==> src/sv/sss_pkg.sv <==
package sss_pkg;

  // Clamp bounds for every phase length, in milliseconds
  localparam int unsigned MIN_PULSE_MS = 1;
  localparam int unsigned MAX_PULSE_MS = 250;

  // Default microsecond ticks per millisecond
  localparam int unsigned TICKS_PER_MS_DEF = 1000;

  // Remaining-shot code for full auto
  localparam logic [15:0] SHOTS_UNLIMITED = 16'hFFFF;

  // Two-valve selection value of solenoid_count
  localparam logic [1:0] TWO_VALVES = 2'd2;

  // Register values after reset
  localparam logic [1:0]  RST_SOLENOID_COUNT = 2'd1;
  localparam logic [15:0] RST_NOZZLE_MS      = 16'd10;
  localparam logic [15:0] RST_RETURN_MS      = 16'd5;
  localparam logic [15:0] RST_POPPET_MS      = 16'd15;
  localparam logic [15:0] RST_POST_MS        = 16'd20;

  localparam int CFG_DATA_W = 20;

  // Input opcodes
  typedef enum logic [1:0] {
    OP_TICK    = 2'd0,
    OP_TRIGGER = 2'd1,
    OP_STOP    = 2'd2
  } opcode_t;

  // Fire modes
  typedef enum logic [1:0] {
    FM_SAFE  = 2'd0,
    FM_SEMI  = 2'd1,
    FM_FULL  = 2'd2,
    FM_BURST = 2'd3
  } fire_mode_t;

  // Configuration register indexes
  typedef enum logic [2:0] {
    CFG_SOLENOID_COUNT = 3'd0,
    CFG_NOZZLE_MS      = 3'd1,
    CFG_RETURN_MS      = 3'd2,
    CFG_POPPET_MS      = 3'd3,
    CFG_POST_MS        = 3'd4,
    CFG_MIN_INTERVAL   = 3'd5,
    CFG_SEMI_RATE      = 3'd6,
    CFG_SWAP_OUTPUTS   = 3'd7
  } cfg_idx_t;

  // One result transaction
  typedef struct packed {
    logic        drive_one;
    logic        drive_two;
    logic        busy_res;
    logic        semi_blocked;
    logic [31:0] total_shots;
    logic [15:0] shots_left;
  } result_t;

  // Clamp a length in ms, scale to ticks, saturate at 32 bits
  function automatic logic [31:0] phase_ticks(input logic [15:0] ms,
                                              input int unsigned tpm);
    logic [15:0] clamped;
    logic [47:0] prod;
    clamped = ms;
    if (ms < 16'(MIN_PULSE_MS)) begin
      clamped = 16'(MIN_PULSE_MS);
    end else if (ms > 16'(MAX_PULSE_MS)) begin
      clamped = 16'(MAX_PULSE_MS);
    end
    prod = 48'(clamped) * 48'(tpm);
    if (prod > 48'h0000_FFFF_FFFF) begin
      return 32'hFFFF_FFFF;
    end
    return prod[31:0];
  endfunction

endpackage

==> src/sv/solenoid_shot_sequencer_unit.sv <==
// A result is registered in the output slot, or in the skid entry while the output slot is held.
// Throughput: one transaction per clock; the two-entry result buffer stalls the
// input only while its skid entry holds a result, that is while both entries are full.
// Reset (rst_n low, synchronous): sequencer idle, counters cleared, interval
// timer saturated, registers back to their defaults; no clearing pass.
module solenoid_shot_sequencer_unit #(
  parameter int unsigned TICKS_PER_MS = sss_pkg::TICKS_PER_MS_DEF
) (
  input  logic        clk,
  input  logic        rst_n,
  // input channel
  input  logic        in_valid,
  output logic        in_stall,
  input  logic [1:0]  in_opcode,
  input  logic        in_trigger_pressed,
  input  logic [1:0]  in_fire_mode,
  input  logic [7:0]  in_burst_shots,
  // result channel
  output logic        out_valid,
  input  logic        out_stall,
  output logic        out_drive_one,
  output logic        out_drive_two,
  output logic        out_busy_res,
  output logic        out_semi_blocked,
  output logic [31:0] out_total_shots,
  output logic [15:0] out_shots_left,
  // configuration port
  input  logic        cfg_wr_en,
  input  logic [2:0]  cfg_index,
  input  logic [sss_pkg::CFG_DATA_W-1:0] cfg_wdata
);

  // Millisecond prescaler width follows the tick rate
  localparam int PSW = (TICKS_PER_MS > 1) ? $clog2(TICKS_PER_MS) : 1;
  localparam logic [PSW:0] TPM_W = (PSW + 1)'(TICKS_PER_MS);
  localparam logic [19:0] SINCE_MAX = 20'hFFFFF;
  localparam logic [15:0] SEMI_MAX = 16'hFFFF;

  typedef enum logic [2:0] {
    PH_IDLE   = 3'd0,
    PH_NOZZLE = 3'd1,
    PH_RETURN = 3'd2,
    PH_POPPET = 3'd3,
    PH_POST   = 3'd4
  } phase_t;

  // Configuration; phase lengths are stored already clamped and in ticks
  logic [1:0]  sol_count_r;
  logic [31:0] nozzle_tk_r, return_tk_r, poppet_tk_r, post_tk_r;
  logic [19:0] min_iv_r;
  logic [15:0] semi_rate_r;
  logic        swap_r;

  // Sequencer state
  phase_t      phase_r, phase_nxt;
  logic [31:0] countdown_r, countdown_nxt;
  logic [19:0] since_shot_r, since_shot_nxt;
  logic        held_r, held_nxt;
  logic        armed_r, armed_nxt;
  logic [15:0] remaining_r, remaining_nxt;
  logic [31:0] shot_cnt_r, shot_cnt_nxt;
  logic        was_semi_r, was_semi_nxt;
  logic        semi_seen_r, semi_seen_nxt;
  logic [15:0] since_semi_r, since_semi_nxt;
  logic [PSW-1:0] prescale_r, prescale_nxt;

  logic [PSW:0] pre_inc;
  logic         accept;
  logic         two_valves;
  sss_pkg::fire_mode_t mode;
  sss_pkg::result_t    res;
  logic         nozzle_on, poppet_on;

  assign accept     = in_valid && !in_stall;
  assign two_valves = (sol_count_r == sss_pkg::TWO_VALVES);
  assign mode       = sss_pkg::fire_mode_t'(in_fire_mode);
  assign pre_inc    = {1'b0, prescale_r} + (PSW + 1)'(1);

  // Configuration writes
  always_ff @(posedge clk) begin
    if (!rst_n) begin
      sol_count_r <= sss_pkg::RST_SOLENOID_COUNT;
      nozzle_tk_r <= sss_pkg::phase_ticks(sss_pkg::RST_NOZZLE_MS, TICKS_PER_MS);
      return_tk_r <= sss_pkg::phase_ticks(sss_pkg::RST_RETURN_MS, TICKS_PER_MS);
      poppet_tk_r <= sss_pkg::phase_ticks(sss_pkg::RST_POPPET_MS, TICKS_PER_MS);
      post_tk_r   <= sss_pkg::phase_ticks(sss_pkg::RST_POST_MS, TICKS_PER_MS);
      min_iv_r    <= '0;
      semi_rate_r <= '0;
      swap_r      <= 1'b0;
    end else if (cfg_wr_en) begin
      case (sss_pkg::cfg_idx_t'(cfg_index))
        sss_pkg::CFG_SOLENOID_COUNT: sol_count_r <= cfg_wdata[1:0];
        sss_pkg::CFG_NOZZLE_MS:
          nozzle_tk_r <= sss_pkg::phase_ticks(cfg_wdata[15:0], TICKS_PER_MS);
        sss_pkg::CFG_RETURN_MS:
          return_tk_r <= sss_pkg::phase_ticks(cfg_wdata[15:0], TICKS_PER_MS);
        sss_pkg::CFG_POPPET_MS:
          poppet_tk_r <= sss_pkg::phase_ticks(cfg_wdata[15:0], TICKS_PER_MS);
        sss_pkg::CFG_POST_MS:
          post_tk_r <= sss_pkg::phase_ticks(cfg_wdata[15:0], TICKS_PER_MS);
        sss_pkg::CFG_MIN_INTERVAL:   min_iv_r    <= cfg_wdata[19:0];
        sss_pkg::CFG_SEMI_RATE:      semi_rate_r <= cfg_wdata[15:0];
        sss_pkg::CFG_SWAP_OUTPUTS:   swap_r      <= cfg_wdata[0];
        default: ;
      endcase
    end
  end

  // Next state for one accepted transaction
  always_comb begin
    phase_nxt      = phase_r;
    countdown_nxt  = countdown_r;
    since_shot_nxt = since_shot_r;
    held_nxt       = held_r;
    armed_nxt      = armed_r;
    remaining_nxt  = remaining_r;
    shot_cnt_nxt   = shot_cnt_r;
    was_semi_nxt   = was_semi_r;
    semi_seen_nxt  = semi_seen_r;
    since_semi_nxt = since_semi_r;
    prescale_nxt   = prescale_r;
    if (accept) begin
      case (sss_pkg::opcode_t'(in_opcode))
        sss_pkg::OP_TICK: begin
          // time counters advance first, saturating
          if (since_shot_r != SINCE_MAX) since_shot_nxt = since_shot_r + 20'd1;
          if (pre_inc >= TPM_W) begin
            prescale_nxt = '0;
            if (since_semi_r != SEMI_MAX) since_semi_nxt = since_semi_r + 16'd1;
          end else begin
            prescale_nxt = pre_inc[PSW-1:0];
          end
          if (phase_r == PH_IDLE) begin
            if (mode == sss_pkg::FM_SAFE) begin
              armed_nxt     = 1'b0;
              remaining_nxt = '0;
            end else if (armed_r && remaining_r != '0) begin
              if (mode == sss_pkg::FM_FULL && !held_r) begin
                armed_nxt = 1'b0;
              end else if (min_iv_r == '0 || since_shot_nxt >= min_iv_r) begin
                // shot start
                phase_nxt      = two_valves ? PH_NOZZLE : PH_POPPET;
                countdown_nxt  = two_valves ? nozzle_tk_r : poppet_tk_r;
                since_shot_nxt = '0;
                shot_cnt_nxt   = shot_cnt_r + 32'd1;
              end
            end
          end else if (countdown_r > 32'd1) begin
            countdown_nxt = countdown_r - 32'd1;
          end else begin
            case (phase_r)
              PH_NOZZLE: begin
                phase_nxt     = PH_RETURN;
                countdown_nxt = return_tk_r;
              end
              PH_RETURN: begin
                phase_nxt     = PH_POPPET;
                countdown_nxt = poppet_tk_r;
              end
              PH_POPPET: begin
                phase_nxt     = PH_POST;
                countdown_nxt = two_valves ? post_tk_r : return_tk_r;
                if (remaining_r != sss_pkg::SHOTS_UNLIMITED && remaining_r != '0) begin
                  remaining_nxt = remaining_r - 16'd1;
                end
              end
              default: begin
                // end of cycle
                phase_nxt     = PH_IDLE;
                countdown_nxt = '0;
                if (remaining_r == '0) begin
                  armed_nxt = 1'b0;
                  if (was_semi_r) begin
                    semi_seen_nxt  = 1'b1;
                    since_semi_nxt = '0;
                  end
                end
              end
            endcase
          end
        end
        sss_pkg::OP_TRIGGER: begin
          held_nxt = in_trigger_pressed;
          if (mode == sss_pkg::FM_SAFE) begin
            armed_nxt     = 1'b0;
            remaining_nxt = '0;
          end else if (in_trigger_pressed) begin
            armed_nxt    = 1'b1;
            was_semi_nxt = (mode == sss_pkg::FM_SEMI);
            case (mode)
              sss_pkg::FM_SEMI: remaining_nxt = 16'd1;
              sss_pkg::FM_FULL: remaining_nxt = sss_pkg::SHOTS_UNLIMITED;
              default:          remaining_nxt = 16'(in_burst_shots);
            endcase
          end else if (mode == sss_pkg::FM_FULL) begin
            remaining_nxt = '0;
          end
        end
        sss_pkg::OP_STOP: begin
          phase_nxt     = PH_IDLE;
          countdown_nxt = '0;
          armed_nxt     = 1'b0;
          remaining_nxt = '0;
        end
        default: ;
      endcase
    end
  end

  // Sequencer state registers
  always_ff @(posedge clk) begin
    if (!rst_n) begin
      phase_r      <= PH_IDLE;
      countdown_r  <= '0;
      since_shot_r <= SINCE_MAX;
      held_r       <= 1'b0;
      armed_r      <= 1'b0;
      remaining_r  <= '0;
      shot_cnt_r   <= '0;
      was_semi_r   <= 1'b0;
      semi_seen_r  <= 1'b0;
      since_semi_r <= '0;
      prescale_r   <= '0;
    end else begin
      phase_r      <= phase_nxt;
      countdown_r  <= countdown_nxt;
      since_shot_r <= since_shot_nxt;
      held_r       <= held_nxt;
      armed_r      <= armed_nxt;
      remaining_r  <= remaining_nxt;
      shot_cnt_r   <= shot_cnt_nxt;
      was_semi_r   <= was_semi_nxt;
      semi_seen_r  <= semi_seen_nxt;
      since_semi_r <= since_semi_nxt;
      prescale_r   <= prescale_nxt;
    end
  end

  // Result fields decoded from the updated state
  assign nozzle_on = (phase_nxt == PH_NOZZLE);
  assign poppet_on = (phase_nxt == PH_POPPET);

  always_comb begin
    res.drive_one    = swap_r ? nozzle_on : poppet_on;
    res.drive_two    = swap_r ? poppet_on : nozzle_on;
    res.busy_res     = (phase_nxt != PH_IDLE);
    res.semi_blocked = (semi_rate_r != '0) && semi_seen_nxt &&
                       (since_semi_nxt < semi_rate_r);
    res.total_shots  = shot_cnt_nxt;
    res.shots_left   = remaining_nxt;
  end

  sss_pkg::result_t out_res;

  sss_skid u_skid (
    .clk      (clk),
    .rst_n    (rst_n),
    .in_valid (accept),
    .in_data  (res),
    .in_stall (in_stall),
    .out_valid(out_valid),
    .out_stall(out_stall),
    .out_data (out_res)
  );

  assign out_drive_one    = out_res.drive_one;
  assign out_drive_two    = out_res.drive_two;
  assign out_busy_res     = out_res.busy_res;
  assign out_semi_blocked = out_res.semi_blocked;
  assign out_total_shots  = out_res.total_shots;
  assign out_shots_left   = out_res.shots_left;

`ifndef SYNTHESIS
  // A shot count step is a single increment that starts a timed phase
  a_shot_start: assert property (@(posedge clk) disable iff (!rst_n)
    (shot_cnt_nxt != shot_cnt_r) |->
      (shot_cnt_nxt == shot_cnt_r + 32'd1) && (since_shot_nxt == '0) &&
      (phase_nxt != PH_IDLE))
    else $error("shot counter moved without a shot start");

  // Leaving idle needs an armed cycle with shots left
  a_leave_idle: assert property (@(posedge clk) disable iff (!rst_n)
    (phase_r == PH_IDLE && phase_nxt != PH_IDLE) |->
      (armed_r && remaining_r != '0))
    else $error("sequence started while not armed");

  // After every accepted transaction the output slot holds a valid result next cycle
  a_result_next: assert property (@(posedge clk) disable iff (!rst_n)
    accept |=> out_valid)
    else $error("accepted transaction produced no result");

  // The two drives are never on together
  a_drive_excl: assert property (@(posedge clk) disable iff (!rst_n)
    out_valid |-> !(out_drive_one && out_drive_two))
    else $error("both solenoid drives active");
`endif

endmodule

==> src/sv/sss_skid.sv <==
// Two-entry result buffer: output register plus one skid entry
module sss_skid (
  input  logic              clk,
  input  logic              rst_n,
  input  logic              in_valid,
  input  sss_pkg::result_t  in_data,
  output logic              in_stall,
  output logic              out_valid,
  input  logic              out_stall,
  output sss_pkg::result_t  out_data
);

  logic             out_valid_r, out_valid_nxt;
  logic             skid_valid_r, skid_valid_nxt;
  sss_pkg::result_t out_data_r, out_data_nxt;
  sss_pkg::result_t skid_data_r, skid_data_nxt;
  logic             push, pop;

  assign in_stall  = skid_valid_r;
  assign push      = in_valid && !skid_valid_r;
  assign pop       = out_valid_r && !out_stall;
  assign out_valid = out_valid_r;
  assign out_data  = out_data_r;

  // Refill the output slot from skid first, then from the input; an input that finds the output slot held goes to skid
  always_comb begin
    out_valid_nxt  = out_valid_r;
    skid_valid_nxt = skid_valid_r;
    out_data_nxt   = out_data_r;
    skid_data_nxt  = skid_data_r;
    if (!out_valid_r || pop) begin
      if (skid_valid_r) begin
        out_data_nxt   = skid_data_r;
        out_valid_nxt  = 1'b1;
        skid_valid_nxt = 1'b0;
      end else begin
        out_data_nxt  = in_data;
        out_valid_nxt = push;
      end
    end else if (push) begin
      skid_data_nxt  = in_data;
      skid_valid_nxt = 1'b1;
    end
  end

  always_ff @(posedge clk) begin
    if (!rst_n) begin
      out_valid_r  <= 1'b0;
      skid_valid_r <= 1'b0;
    end else begin
      out_valid_r  <= out_valid_nxt;
      skid_valid_r <= skid_valid_nxt;
    end
  end

  // Payload needs no reset
  always_ff @(posedge clk) begin
    out_data_r  <= out_data_nxt;
    skid_data_r <= skid_data_nxt;
  end

endmodule
==> config.mk <==
export PLATFORM = sky130hd
export DESIGN_NAME = solenoid_shot_sequencer_unit
export DESIGN_NICKNAME = d
export VERILOG_FILES = /design/src/sv/sss_pkg.sv /design/src/sv/solenoid_shot_sequencer_unit.sv /design/src/sv/sss_skid.sv
export SDC_FILE = /design/constraint.sdc
export NUM_CORES = 1
export LEC_CHECK = 0
export ABC_CLOCK_PERIOD_IN_PS = 16700
export BUFFER_PORTS_ARGS = -buffer_cell sky130_fd_sc_hd__buf_4
export CORE_UTILIZATION = 40
export CTS_CLUSTER_SIZE = 40
export DETAILED_ROUTE_END_ITERATION = 10
export PLACE_DENSITY = 0.53
export SYNTH_ARGS = -nofsm -noshare
export SYNTH_HDL_FRONTEND = slang
export SYNTH_SLANG_ARGS = --single-unit
==> constraint.sdc <==
create_clock -name clk -period 16.7 [get_ports clk]
set_clock_uncertainty 0.15 [all_clocks]
set_input_delay 3.34 -clock clk [delete_from_list [all_inputs] [get_ports clk]]
set_output_delay 3.34 -clock clk [all_outputs]
set_load 0.02 [all_outputs]
Word level (Yosys, flattened, before mapping):

Cells that the tools add are included.

* register bits after elaboration: 370
* input port bits: 41
* logic and storage cells: 214

* $add $sub $neg: 6
* multipliers: 4
* order comparisons: 6
* equality and inequality tests: 30
* muxes and demuxes: 91
* bitwise operators: 3
* reductions and logical operators: 41

Operators with widths (count)
* 16-bit 2-to-1 mux: 32
* 32-bit 2-to-1 mux: 13
* 20-bit 2-to-1 mux: 8
* 16-bit by 7-bit multiplier with 23-bit output (second input constant): 4
* 26-bit case mux with 3 select lines: 1
* 32-bit case mux with 2 select lines: 1
* 26-bit 2-to-1 mux: 2
* 52-bit 2-to-1 mux: 1
* 16-bit case mux with 3 select lines: 1
* 32-bit by 1-bit adder with 32-bit output (second input constant): 1
* 32-bit by 1-bit > comparator with 1-bit output (second input constant): 1
* 16-bit != test (second input constant): 2
* 16-bit case mux with 2 select lines: 1
* 16-bit nonzero test: 2
* 32-bit by 1-bit subtractor with 32-bit output (second input constant): 1
* 3-bit != test (second input constant): 8
* 2-bit AND reduction: 11
* 3-bit 2-to-1 mux: 7
* 20-bit by 1-bit adder with 20-bit output (second input constant): 1
* 20-bit >= comparator: 1
* 20-bit logical NOT: 1
* 20-bit != test (second input constant): 1
* 1-bit 2-to-1 mux: 19
* 16-bit by 1-bit adder with 16-bit output (second input constant): 1
* 31 further kinds: 60

Logic depth before layout (Yosys ltp):

* word-level depth: 16
* gate-level depth with buffers: 22
* gate-level depth less buffers: 20

Hierarchy:

From an unflattened synthesis, not the netlist that was laid out.

* cell total of the unflattened synthesis: 2476
* area, all modules: 22167.5 um^2

By module, submodules not included
* solenoid_shot_sequencer_unit: instances 1, cells an instance 2307, area an instance 18089.8 um^2, sequential area each 5285.1 um^2
* sss_skid: instances 1, cells an instance 169, area an instance 4077.7 um^2, sequential area each 3163.0 um^2

Worst setup path before layout:

OpenSTA, ideal clock, no wires.

* path kind: input to register
* start: input port cfg_wdata[1] (netlist bit)
* end: register nozzle_tk_r[18]
* library setup time: 0.071 ns
* data arrival time: 8.172 ns
* required time: 16.479 ns
* slack: 8.307 ns
* stages: 21
* buffers on the path: 1
* path through: clkbuf_1 > a21oi_1 > nor3_1 > nor2_1 > a22oi_1 > a21oi_1 > ha_1 > nor2_1 > fa_1 > fa_1 > inv_1 > fa_1 > ha_1 > and2_1 > a221oi_1 > a21boi_0 > a311oi_1 > o21bai_1 > xor2_1 > nand2_1 > a21oi_1

* word-level cells in the longest chain between the ends: 7
* elaborated cells on any way between the ends: 8

Ends and longest elaborated chain
* start: declaration: line solenoid_shot_sequencer_unit.sv:30 `input logic [sss_pkg::CFG_DATA_W-1:0] cfg_wdata`
* 16-bit by 8-bit > comparator with 1-bit output: line sss_pkg.sv:70 `end else if (ms > 16'(MAX_PULSE_MS)) begin`
* 16-bit 2-to-1 mux: line sss_pkg.sv:70
* 16-bit 2-to-1 mux *
* 16-bit 2-to-1 mux *: line solenoid_shot_sequencer_unit.sv:91 `case (sss_pkg::cfg_idx_t'(cfg_index))`
* 16-bit 2-to-1 mux *: line solenoid_shot_sequencer_unit.sv:90 `end else if (cfg_wr_en) begin`
* 16-bit 2-to-1 mux *: line solenoid_shot_sequencer_unit.sv:81 `if (!rst_n) begin`
* 16-bit by 7-bit multiplier with 23-bit output *: line sss_pkg.sv:73 `prod = 48'(clamped) * 48'(tpm);`
* end signal: assignment: line solenoid_shot_sequencer_unit.sv:83 `nozzle_tk_r <= sss_pkg::phase_ticks(sss_pkg::RST_NOZZLE_MS, TICKS_PER_MS);`
* end signal: assignment: line solenoid_shot_sequencer_unit.sv:94 `nozzle_tk_r <= sss_pkg::phase_ticks(cfg_wdata[15:0], TICKS_PER_MS);`
* end: declaration: line solenoid_shot_sequencer_unit.sv:49 `logic [31:0] nozzle_tk_r, return_tk_r, poppet_tk_r, post_tk_r;`

Mark *: on every way between the ends. The rest lies on a longest branch, timed or not. The select of a mux whose other input is x is not followed.
A chain may end at the register's enable or synchronous reset.

Worst setup path in the final report:

* start: input port cfg_wdata[11] (netlist bit)
* end: register post_tk_r[18]

* word-level cells in the longest chain between the ends: 7
* elaborated cells on any way between the ends: 8

Ends and longest elaborated chain
* 16-bit by 8-bit > comparator with 1-bit output: line sss_pkg.sv:70
* 16-bit 2-to-1 mux: line sss_pkg.sv:70
* 16-bit 2-to-1 mux *: line sss_pkg.sv:68 `if (ms < 16'(MIN_PULSE_MS)) begin`
* 16-bit 2-to-1 mux *: line solenoid_shot_sequencer_unit.sv:91
* 16-bit 2-to-1 mux *: line solenoid_shot_sequencer_unit.sv:90
* 16-bit 2-to-1 mux *: line solenoid_shot_sequencer_unit.sv:81
* 16-bit by 7-bit multiplier with 23-bit output *: line sss_pkg.sv:73
* end signal: assignment: line solenoid_shot_sequencer_unit.sv:86 `post_tk_r <= sss_pkg::phase_ticks(sss_pkg::RST_POST_MS, TICKS_PER_MS);`
* end signal: assignment: line solenoid_shot_sequencer_unit.sv:100 `post_tk_r <= sss_pkg::phase_ticks(cfg_wdata[15:0], TICKS_PER_MS);`
* end: declaration: line solenoid_shot_sequencer_unit.sv:49

Marked as above.

==> results.txt <==
----------------------------------------------------
[Min path]
  Class of the worst hold path ... reg -> reg
  Hold Crit Depth ... 2

[CTS]
  TritonCTS clock tree ... yes
  Number of post-CTS setup repair buffers ... 0
  Cells resized by post-CTS repair ... 0
  Clock-pin slew of the registers on the worst-case setup and hold paths ... 60 ps
  Clock buffers created by TritonCTS ... 42
  CTS Buffer Depth ... 3
  Clock latency on the worst-skew pair ... 570 ps
  Clk sink count ... 370
  Hold-fix buffers at CTS ... 0
  H-tree Lvls ... 2
  Root Buffer Master ... sky130_fd_sc_hd__clkbuf_16

[Placement]
  Dpl hpwl ... 39340 um
  Routability Congestion ... 0.8330
  Placed Area ... 0.02259 mm^2
  Port bufs ... 94

[Yosys]
  EDFF count, synth ... 104
  Yosys reg bits ... 370
  Gate count after technology mapping ... 2396
  Cell types occupying the most area after synthesis ... sky130_fd_sc_hd__dfxtp_1, sky130_fd_sc_hd__edfxtp_1, sky130_fd_sc_hd__nand2_1
  Number of distinct library cells after synthesis ... 78
  Synth Area per Inst ... 8.791 um^2
  Summed instance area of the synthesized netlist ... 0.02106 mm^2
  Async SR Flop Fraction ... 0
  Count of synthesis-stage warnings from yosys ... 0
  Synth Flop Type ... sky130_fd_sc_hd__dfxtp_1
  Top cell type's share of synthesized area ... 0.2528
  Sequential share of the synthesized area ... 0.4011
  Largest area contributor in the synthesized netlist ... sky130_fd_sc_hd__dfxtp_1

[Detailed routing]
  Antenna violation net count after detailed routing ... 0
  Routed WL per cell ... 17.40 um
  Post-detailed-route DRC marker count ... 0
  DRC violation total after the first TritonRoute iteration ... 919
  Via density per instance ... 5.424
  Pre-antenna DRT Iters ... 5
  Final routed wirelength across all metal layers ... 55740 um
  Number of vias after detailed routing ... 17373

[Die]
  Core Rows ... 83
  Total core area ... 0.05172 mm^2
  I/O pins ... 95
  Die Footprint ... 0.05358 mm^2
  Overall die height ... 231.5 um
  Die Width ... 231.5 um
  Starting density of the core ... 0.4073

[Power and ir drop]
  PnR Total Power ... 2.499 mW
  Sequential fraction of design power ... 0.392
  Relative contribution of combinational cells to total power ... 0.232
  Net switching component of the power ... 0.7725 mW
  Largest vdd supply drop ... 0.00008088 V
  Int Pwr ... 1.726 mW
  Pwr per Cell Area ... 104.1 mW/mm^2
  Leak ... 9.484 nW
  Fraction of power consumed by the clock network ... 0.376
  Switching share of total power ... 0.3092

[Final layout]
  Relative area change from synthesis to final layout ... 13.92%
  End-of-flow core utilization ... 0.4640
  Number of fill cells ... 5114
  Net total in the final layout ... 2680
  Layout cell share with drive strength beyond 1 ... 0.1225
  Multi-input logic area ... 0.01186 mm^2
  Flip-flop and latch area ... 0.008449 mm^2
  Number of diodes added for antenna fixing ... 0
  Final design area excluding fillers ... 0.02400 mm^2

[Outcome]
  Status ... complete, no violations

[Critical path]
  Critical path data arrival time ... 9210 ps
  Slowest stage delay, CP ... 710 ps
  Setup slack on the worst flop-to-flop path ... 11570 ps
  Crit path top cell by count ... sky130_fd_sc_hd__fa_1
  Cell with the largest stage delay on the worst path ... sky130_fd_sc_hd__nor3_1
  Worst setup path category ... in -> reg
  Startpoint class of the critical path ... input pin
  Crit path max fanout ... 7
  Depth of the worst register-to-register path ... 14
  Worst path required time ... 17040 ps
  Kind of end point of the critical path ... register
  Cell-by-cell trace of the critical path ... buf_4, nor4_1, nand2_1, nor3_1, xor2_1, ha_1, a31oi_1, fa_1, fa_1, inv_1, fa_1, ha_1, and2_1, a221oi_1, a21boi_0, a311oi_1, o21bai_1, xor2_1, nand2_1, a21oi_1

[Global route]
  Wire length of the first global-routing pass ... 89980 um
  Initial antenna violation count ... 0
  Vias in the first global route ... 17040
  Congestion Overflow GR ... 0
  GRT Util Overall ... 0.2086
  Largest net degree at the start of global routing ... 82

[Timing]
  Fmax achieved ... 112.8 MHz
  Worst-case hold slack ... 302.9 ps
  Post-route setup TNS ... 0 ps
  Pins over their slew limit ... 0
  Share of the clock period used by the worst path ... 0.5309
  Number of endpoints failing setup at the final stage ... 0
  Headroom to the max-slew limit ... 0.1807
  RSZ-0062 raised after global routing ... false
  Final Hold Fails ... 0
  Final worst path period need ... 8866 ps
  Worst slew pin tran ... 1226 ps

[Job]
  Reported max-cap violation count ... 0

----------------------------------------------------
==> cell usage after synthesis (24+ instances only) <==
cell	number
sky130_fd_sc_hd__xnor2_1	59
sky130_fd_sc_hd__xor2_1	32
sky130_fd_sc_hd__edfxtp_1	104
sky130_fd_sc_hd__and3_1	25
sky130_fd_sc_hd__nand2_1	347
sky130_fd_sc_hd__nand4_1	39
sky130_fd_sc_hd__o211ai_1	27
sky130_fd_sc_hd__a21oi_1	221
sky130_fd_sc_hd__nor3_1	65
sky130_fd_sc_hd__mux2_2	73
sky130_fd_sc_hd__fa_1	51
sky130_fd_sc_hd__nor4_1	28
sky130_fd_sc_hd__inv_1	134
sky130_fd_sc_hd__clkbuf_1	115
sky130_fd_sc_hd__ha_1	99
sky130_fd_sc_hd__dfxtp_1	266
sky130_fd_sc_hd__o21ai_0	95
sky130_fd_sc_hd__a211oi_1	24
sky130_fd_sc_hd__and2_1	56
sky130_fd_sc_hd__nand3_1	91
sky130_fd_sc_hd__nor2_1	164
==> power groups by stage <==
stage	clock [mW]	combinational, mW	sequential (mW)
after floorplan	0	0.412	1.00
after CTS	0.965	0.536	0.978
final	0.940	0.580	0.978
after detailed placement	0	0.534	0.998
after global placement	0	0.524	0.996
after global routing	0.995	0.660	0.982
==> routing by layer <==
| layer | up-vias | share of wire | GRT usage |
|---|---|---|---|
| met2 | 335 | 0.48 | 0.3564 |
| met4 | 0 | 0.026 | 0.07036 |
| met3 | 82 | 0.036 | 0.02965 |
| li1 | 8608 | - | - |
| met1 | 8348 | 0.46 | 0.2683 |
| met5 | - | 0 | 0 |
==> cells by family after synthesis <==
family | count (synthesis) | synth area share
AOI/OAI and AO/OA | 518 | 0.1505
xor gates and xnor gates | 92 | 0.03861
adders and majority gates | 150 | 0.1073
buffers and inverters | 258 | 0.04633
DFF | 370 | 0.4011
muxes | 83 | 0.04384
other | 2 | 0.0003565
and+or+nand+nor | 923 | 0.2120
==> critical path: cells and delay by family <==
kind	cells	cell delay (ps)
and+or+nand+nor	5	1570
adders and majority gates	5	2030
buffers and inverters	2	180
AOI/OAI and AO/OA	6	1600
xor gates and xnor gates	2	480
==> flip-flops by register name (all words and copies together) (netlist names), 2 cells and up <==
signal,count
remaining_r,16
semi_rate_r,16
nozzle_tk_r,23
countdown_r,32
return_tk_r,23
since_semi_r,16
post_tk_r,23
u_skid.out_data,52
shot_cnt_r,32
phase_r,3
min_iv_r,20
poppet_tk_r,23
u_skid.skid_data_r,52
sol_count_r,2
prescale_r,10
since_shot_r,20
==> metrics by stage <==
| stage | instances | setup slack [ps] |
|---|---|---|
| global route | 3203 | 7245 |
| floorplan | 2446 | 8307 |
| CTS | 3203 | 7800 |
| finish | 3203 | 7834 |
| global placement | 3125 | 7413 |
| detailed placement | 3125 | 7225 |
==> layout by cell type (no fill, tap or decap), drive strengths merged, types with 24 or more instances in the layout <==
cell and count:
o21ai 96, nand2 347, fa 51, xor2 32, ha 99, o211ai 27
buf 122, xnor2 60, and3 25, dfxtp 266, a21oi 221, edfxtp 104
nor2 165, nand3 92, nand4 39, nor4 31, mux2 74, and2 56
inv 135, conb 52, nor3 69, a211oi 24, clkbuf 54
==> layout make-up <==
| cell class | count | area share |
|---|---|---|
| tap | 680 | 0.03546 |
| multi-input combinational | 1818 | 0.4944 |
| clock buffer | 54 | 0.04823 |
| timing repair buffer | 122 | 0.03817 |
| inverter | 135 | 0.02122 |
| clock inverter | 24 | 0.01043 |
| sequential | 370 | 0.3521 |
==> worst paths after layout <==
kind	to	start
setup / recovery	post_tk_r[18]	cfg_wdata[11]
hold / removal	post_tk_r[15]	post_tk_r[15]
setup reg to reg	countdown_r[17]	since_shot_r[3]
hold reg to reg	post_tk_r[15]	post_tk_r[15]
(Power assumes the default switching activity.)
